### config.mk
export PLATFORM = sky130hd
export DESIGN_NAME = ucl_ctrl
export DESIGN_NICKNAME = d
export VERILOG_FILES = /design/src/rtl/ucl_pkg.sv /design/src/rtl/ucl_ctrl.sv
export SDC_FILE = /design/constraint.sdc
export NUM_CORES = 1
export LEC_CHECK = 0
export BUFFER_PORTS_ARGS = -buffer_cell sky130_fd_sc_hd__buf_2
export CORE_MARGIN = 2
export CORE_UTILIZATION = 30
export CTS_BUF_LIST = sky130_fd_sc_hd__clkbuf_4
export DETAILED_ROUTE_END_ITERATION = 10
export MAX_ROUTING_LAYER = met4
export PLACE_DENSITY_LB_ADDON = 0.12
export RECOVER_POWER = 50
export SLEW_MARGIN = 0
export SYNTH_ARGS = -nofsm -noshare
export SYNTH_HDL_FRONTEND = slang
export SYNTH_SLANG_ARGS = --single-unit
### constraint.sdc
create_clock -name clk -period 2.4 [get_ports clk]
set_clock_uncertainty 0.05 [all_clocks]
set_input_delay 0.24 -clock clk [delete_from_list [all_inputs] [get_ports clk]]
set_output_delay 0.24 -clock clk [all_outputs]
set_load 0.02 [all_outputs]
### src/rtl/ucl_pkg.sv
// Shared types, constants and control structs for the unary-coded LZ decoder.
`default_nettype none
package ucl_pkg;

  // Defaults for the top-level parameters
  localparam int WINDOW_DEPTH_DEF = 16384;
  localparam int OUT_LANES_DEF    = 8;
  localparam int MAX_LANES        = 8;

  // Token coding constants
  localparam logic [3:0] LEN_PREFIX_MAX = 4'd7;
  localparam logic [3:0] DIST_WIDTH_MIN = 4'd9;
  localparam logic [3:0] DIST_WIDTH_MAX = 4'd13;
  localparam logic [3:0] LIT_WIDTH      = 4'd8;
  localparam logic [8:0] LEN_BIAS       = 9'd2;

  // Configuration register indexes
  localparam logic [1:0] REG_RANGE_CHECK_ON = 2'd0;
  localparam logic [1:0] REG_LOWEST_BYTE    = 2'd1;
  localparam logic [1:0] REG_HIGHEST_BYTE   = 2'd2;
  localparam logic [1:0] REG_EXPECTED_SIZE  = 2'd3;

  // Token parse phase
  typedef enum logic [4:0] {
    PH_LEN_PRE  = 5'b00001,
    PH_LEN_SUF  = 5'b00010,
    PH_LIT      = 5'b00100,
    PH_DIST_PRE = 5'b01000,
    PH_DIST_SUF = 5'b10000
  } phase_t;

  // Controller states
  typedef enum logic [4:0] {
    ST_IDLE = 5'b00001,
    ST_BIT  = 5'b00010,
    ST_RD   = 5'b00100,
    ST_WR   = 5'b01000,
    ST_END  = 5'b10000
  } state_t;

  // Controller to datapath
  typedef struct packed {
    logic load;
    logic bit_step;
    logic copy_rd;
    logic copy_wr;
    logic push;
    logic push_last;
  } cmd_t;

  // Datapath to controller
  typedef struct packed {
    logic halted;
    logic bits_done;
    logic lit_next;
    logic copy_go;
    logic full;
    logic cnt_last;
    logic pending;
    logic flag_any;
    logic out_free;
  } sts_t;

endpackage
`default_nettype wire

### src/rtl/ucl_ctrl.sv
// Controller: sequences bit steps, window copies and output word pushes.
`default_nettype none
module ucl_ctrl (
  input  wire logic          clk,
  input  wire logic          rst_n,
  input  wire logic          in_valid,
  output logic               in_stall,
  input  wire ucl_pkg::sts_t sts,
  output ucl_pkg::cmd_t      cmd
);

  ucl_pkg::state_t state_r, state_nxt;

  assign in_stall = (state_r != ucl_pkg::ST_IDLE);

  always_comb begin
    state_nxt = state_r;
    cmd       = '0;
    case (state_r)
      ucl_pkg::ST_IDLE: begin
        // a halted block swallows its input
        if (in_valid && !sts.halted) begin
          cmd.load  = 1'b1;
          state_nxt = ucl_pkg::ST_BIT;
        end
      end
      ucl_pkg::ST_BIT: begin
        if (sts.halted || sts.bits_done) begin
          state_nxt = ucl_pkg::ST_END;
        end else if (sts.lit_next && sts.full) begin
          // make room before the literal lands
          cmd.push = sts.out_free;
        end else begin
          cmd.bit_step = 1'b1;
          if (sts.copy_go) begin
            state_nxt = ucl_pkg::ST_RD;
          end
        end
      end
      ucl_pkg::ST_RD: begin
        if (sts.halted) begin
          state_nxt = ucl_pkg::ST_BIT;
        end else begin
          cmd.copy_rd = 1'b1;
          state_nxt   = ucl_pkg::ST_WR;
        end
      end
      ucl_pkg::ST_WR: begin
        if (sts.full) begin
          cmd.push = sts.out_free;
        end else begin
          cmd.copy_wr = 1'b1;
          state_nxt   = sts.cnt_last ? ucl_pkg::ST_BIT : ucl_pkg::ST_RD;
        end
      end
      ucl_pkg::ST_END: begin
        if (!sts.pending) begin
          state_nxt = ucl_pkg::ST_IDLE;
        end else if (sts.out_free) begin
          cmd.push = 1'b1;
          // a full word ahead of a flag goes out on its own first
          if (!(sts.full && sts.flag_any)) begin
            cmd.push_last = 1'b1;
            state_nxt     = ucl_pkg::ST_IDLE;
          end
        end
      end
      default: begin
        state_nxt = ucl_pkg::ST_IDLE;
      end
    endcase
  end

  always_ff @(posedge clk) begin
    if (!rst_n) begin
      state_r <= ucl_pkg::ST_IDLE;
    end else begin
      state_r <= state_nxt;
    end
  end

endmodule
`default_nettype wire

==> results.sh <==
export IMPL_drive_above_1_share_pct=32.9
export IMPL_synth_common_cells="8 x nor2_1, 5 x dfxtp_1, 5 x o21ai_0, 3 x a21oi_1, 3 x nor2b_1"
export IMPL_hpwlAfterDp_microns=836
export IMPL_fin_ws_ps=253
export IMPL_critPathArrivalTime_ps=1860
export IMPL_cts_resized=0
export IMPL_synth_cell_types=27
export IMPL_worstPathCellList="or3_1, nor4_1, o21ai_0, a21boi_0, buf_2"
export IMPL_critPathMaxFanout=7
export IMPL_syn_area_sq_um=393
export IMPL_gr_usage_met3_pct=1.67
export IMPL_syn_num_nets=63
export IMPL_fin_crit_ps=2150
export IMPL_initial_core_util_pct=31.0
export IMPL_outcome="finished clean"
export IMPL_synth_edff_count=0
export IMPL_drv_slew=0
export IMPL_holdBufCountCts=0
export IMPL_syn_area_per_cell_sq_um=7.70
export IMPL_grt_busiest_layer="met2"
export IMPL_fin_setup_tns_ps=0
export IMPL_min_from="rst_n"
export IMPL_routabilityCongestion=0.767
export IMPL_core_sq_um=1270
export IMPL_cts_tree="done"
export IMPL_pin_count=19
export IMPL_reg2reg_from="state_r[2]"
export IMPL_power_density_nw_per_um2=812
export IMPL_final_cells=88
export IMPL_via_per_inst=5.03
export IMPL_yosys_warnings=0
export IMPL_ys_seq_area_share_pct=25.5
export IMPL_synth_top_cell_area_share_pct=25.5
export IMPL_path_clk_slew_ps=40
export IMPL_wl_per_cell_microns=10.9
export IMPL_max_stage_delay_ps=430
export IMPL_report_power_total_uw=426
export IMPL_synth_area_top_cells="dfxtp_1 25%, nor2_1 7.6%, o21ai_0 6.4%, or3_4 5.7%, nor2b_1 4.8%"
export IMPL_synth_seq_cells=5
export IMPL_cts_buffers=3
export IMPL_crit_slowest_cell="or3_1"
export IMPL_clock_latency_ps=230
export IMPL_leakage_nw=0.237
export IMPL_cp_top_family="simple AND/OR/NAND/NOR gates"
export IMPL_filler_cell_count=138
export IMPL_via_count=443
export IMPL_root_buffer="clkbuf_4"
export IMPL_largest_reg_flops=5
export IMPL_grt_ovfl_total=0
export IMPL_cap_violations=0
export IMPL_synth_ff_type="dfxtp_1"
export IMPL_setup_violations_final=0
export IMPL_synthArstFlopShare_pct=0
export IMPL_clk_path_buf_depth=2
export IMPL_drtIter0Drc=9
export IMPL_synth_most_common_cell="nor2_1"
export IMPL_grt_pass1_wl_mm=1.41
export IMPL_whs_ps=198
export IMPL_htree_levels=1
export IMPL_die_height_microns=40.2
export IMPL_rsz0062_at_grt="false"
export IMPL_met2_usage_pct=23.4
export IMPL_pre_cts_slack_ps=499
export IMPL_hold_path_class="input pin to register"
export IMPL_largest_register="state_r"
export IMPL_gr_usage_all_layers_pct=13.2
export IMPL_crit_buf_inv=1
export IMPL_tightest_slew_ps=310
export IMPL_top_regs="state_r (5)"
export IMPL_path_class="register to output port"
export IMPL_slew_headroom_pct=79.2
export IMPL_grt_max_degree=9
export IMPL_min_period_over_period_pct=89.5
export IMPL_post_cts_buffers=0
export IMPL_placed_cells=84
export IMPL_startpoint="state_r[2]"
export IMPL_cts_sinks=5
export IMPL_wl_microns=955
export IMPL_fmax_ghz=0.466
export IMPL_yosys_area_top_type="dfxtp_1"
export IMPL_io_buffers=18
export IMPL_fin_nets=86
export IMPL_worstSetupStartpointType="register"
export IMPL_syn_inst=51
export IMPL_n_antenna_cell=0
export IMPL_hold_violations=0
export IMPL_grt_pass1_vias=363
export IMPL_end_kind="output port"
export IMPL_grtUsageMet1_pct=15.9
export IMPL_die_x_microns=40.2
export IMPL_syn_to_final_growth_pct=33.4
export IMPL_ir_drop_mv=0.354
export IMPL_die_area_sq_um=1620
export IMPL_antenna_found_initial=0
export IMPL_remaining_drc_errors=0
export IMPL_postRouteAntennaNets=0
export IMPL_num_rows=13
export IMPL_crit_required_ps=2110
export IMPL_dr_pass1_iters=4
## cell usage in the layout (no fill, tap or decap), drive strengths merged, types with 3 or more instances in the layout
master	n
or3	3
nor2	8
clkbuf	6
nor2b	3
nand2b	3
a21oi	3
o21ai	5
dfxtp	5
buf	16
## worst paths after layout
kind / slack, ps / endpoint / cells past startpoint
max reg2reg: 470 / state_r[1] / 5
min reg2reg: 540 / state_r[0] / 2
max: 250 / cmd[1] / 5
min: 200 / state_r[0] / 2
## cells by family (layout without fill, tap and decap cells)
family,after synthesis,after routing,share of synthesized area (%)
AO/OA/AOI/OAI,15,15,25.5
XOR/XNOR,1,1,2.23
buffers and inverters,1,23,0.954
flip-flops,5,5,25.5
AND/OR/NAND/NOR,29,29,45.9
## routing by layer
layer / vias up / part of all wire [%]
met5: - / 0
met3: 0 / 3.0
li1: 232 / -
met1: 203 / 50
met4: 0 / 0
met2: 8 / 47
## area by class of cell
type | count | area (sq um) | area share, %
multi-input cells | 45 | 284 | 54.2
flip-flops and latches | 5 | 100 | 19.1
well taps | 15 | 18.8 | 3.58
repair buffers | 18 | 87.6 | 16.7
inverters | 1 | 3.75 | 0.716
clock buffers | 4 | 30.0 | 5.73
## where the power goes
group / internal [mW] / switching [mW]
clock: 0.0737 / 0.0277
combinational: 0.0956 / 0.101
sequential: 0.101 / 0.0267
## through the flow
| step | utilization (%) | instance area [sq um] |
|---|---|---|
| after floorplan | - | 393 |
| after global placement | 39.5 | 502 |
| after detailed placement | 39.5 | 502 |
| after CTS | 41.9 | 532 |
| after global routing | 41.3 | 524 |
| final | 41.3 | 524 |
Note: power is estimated with default switching activity, not from simulation.
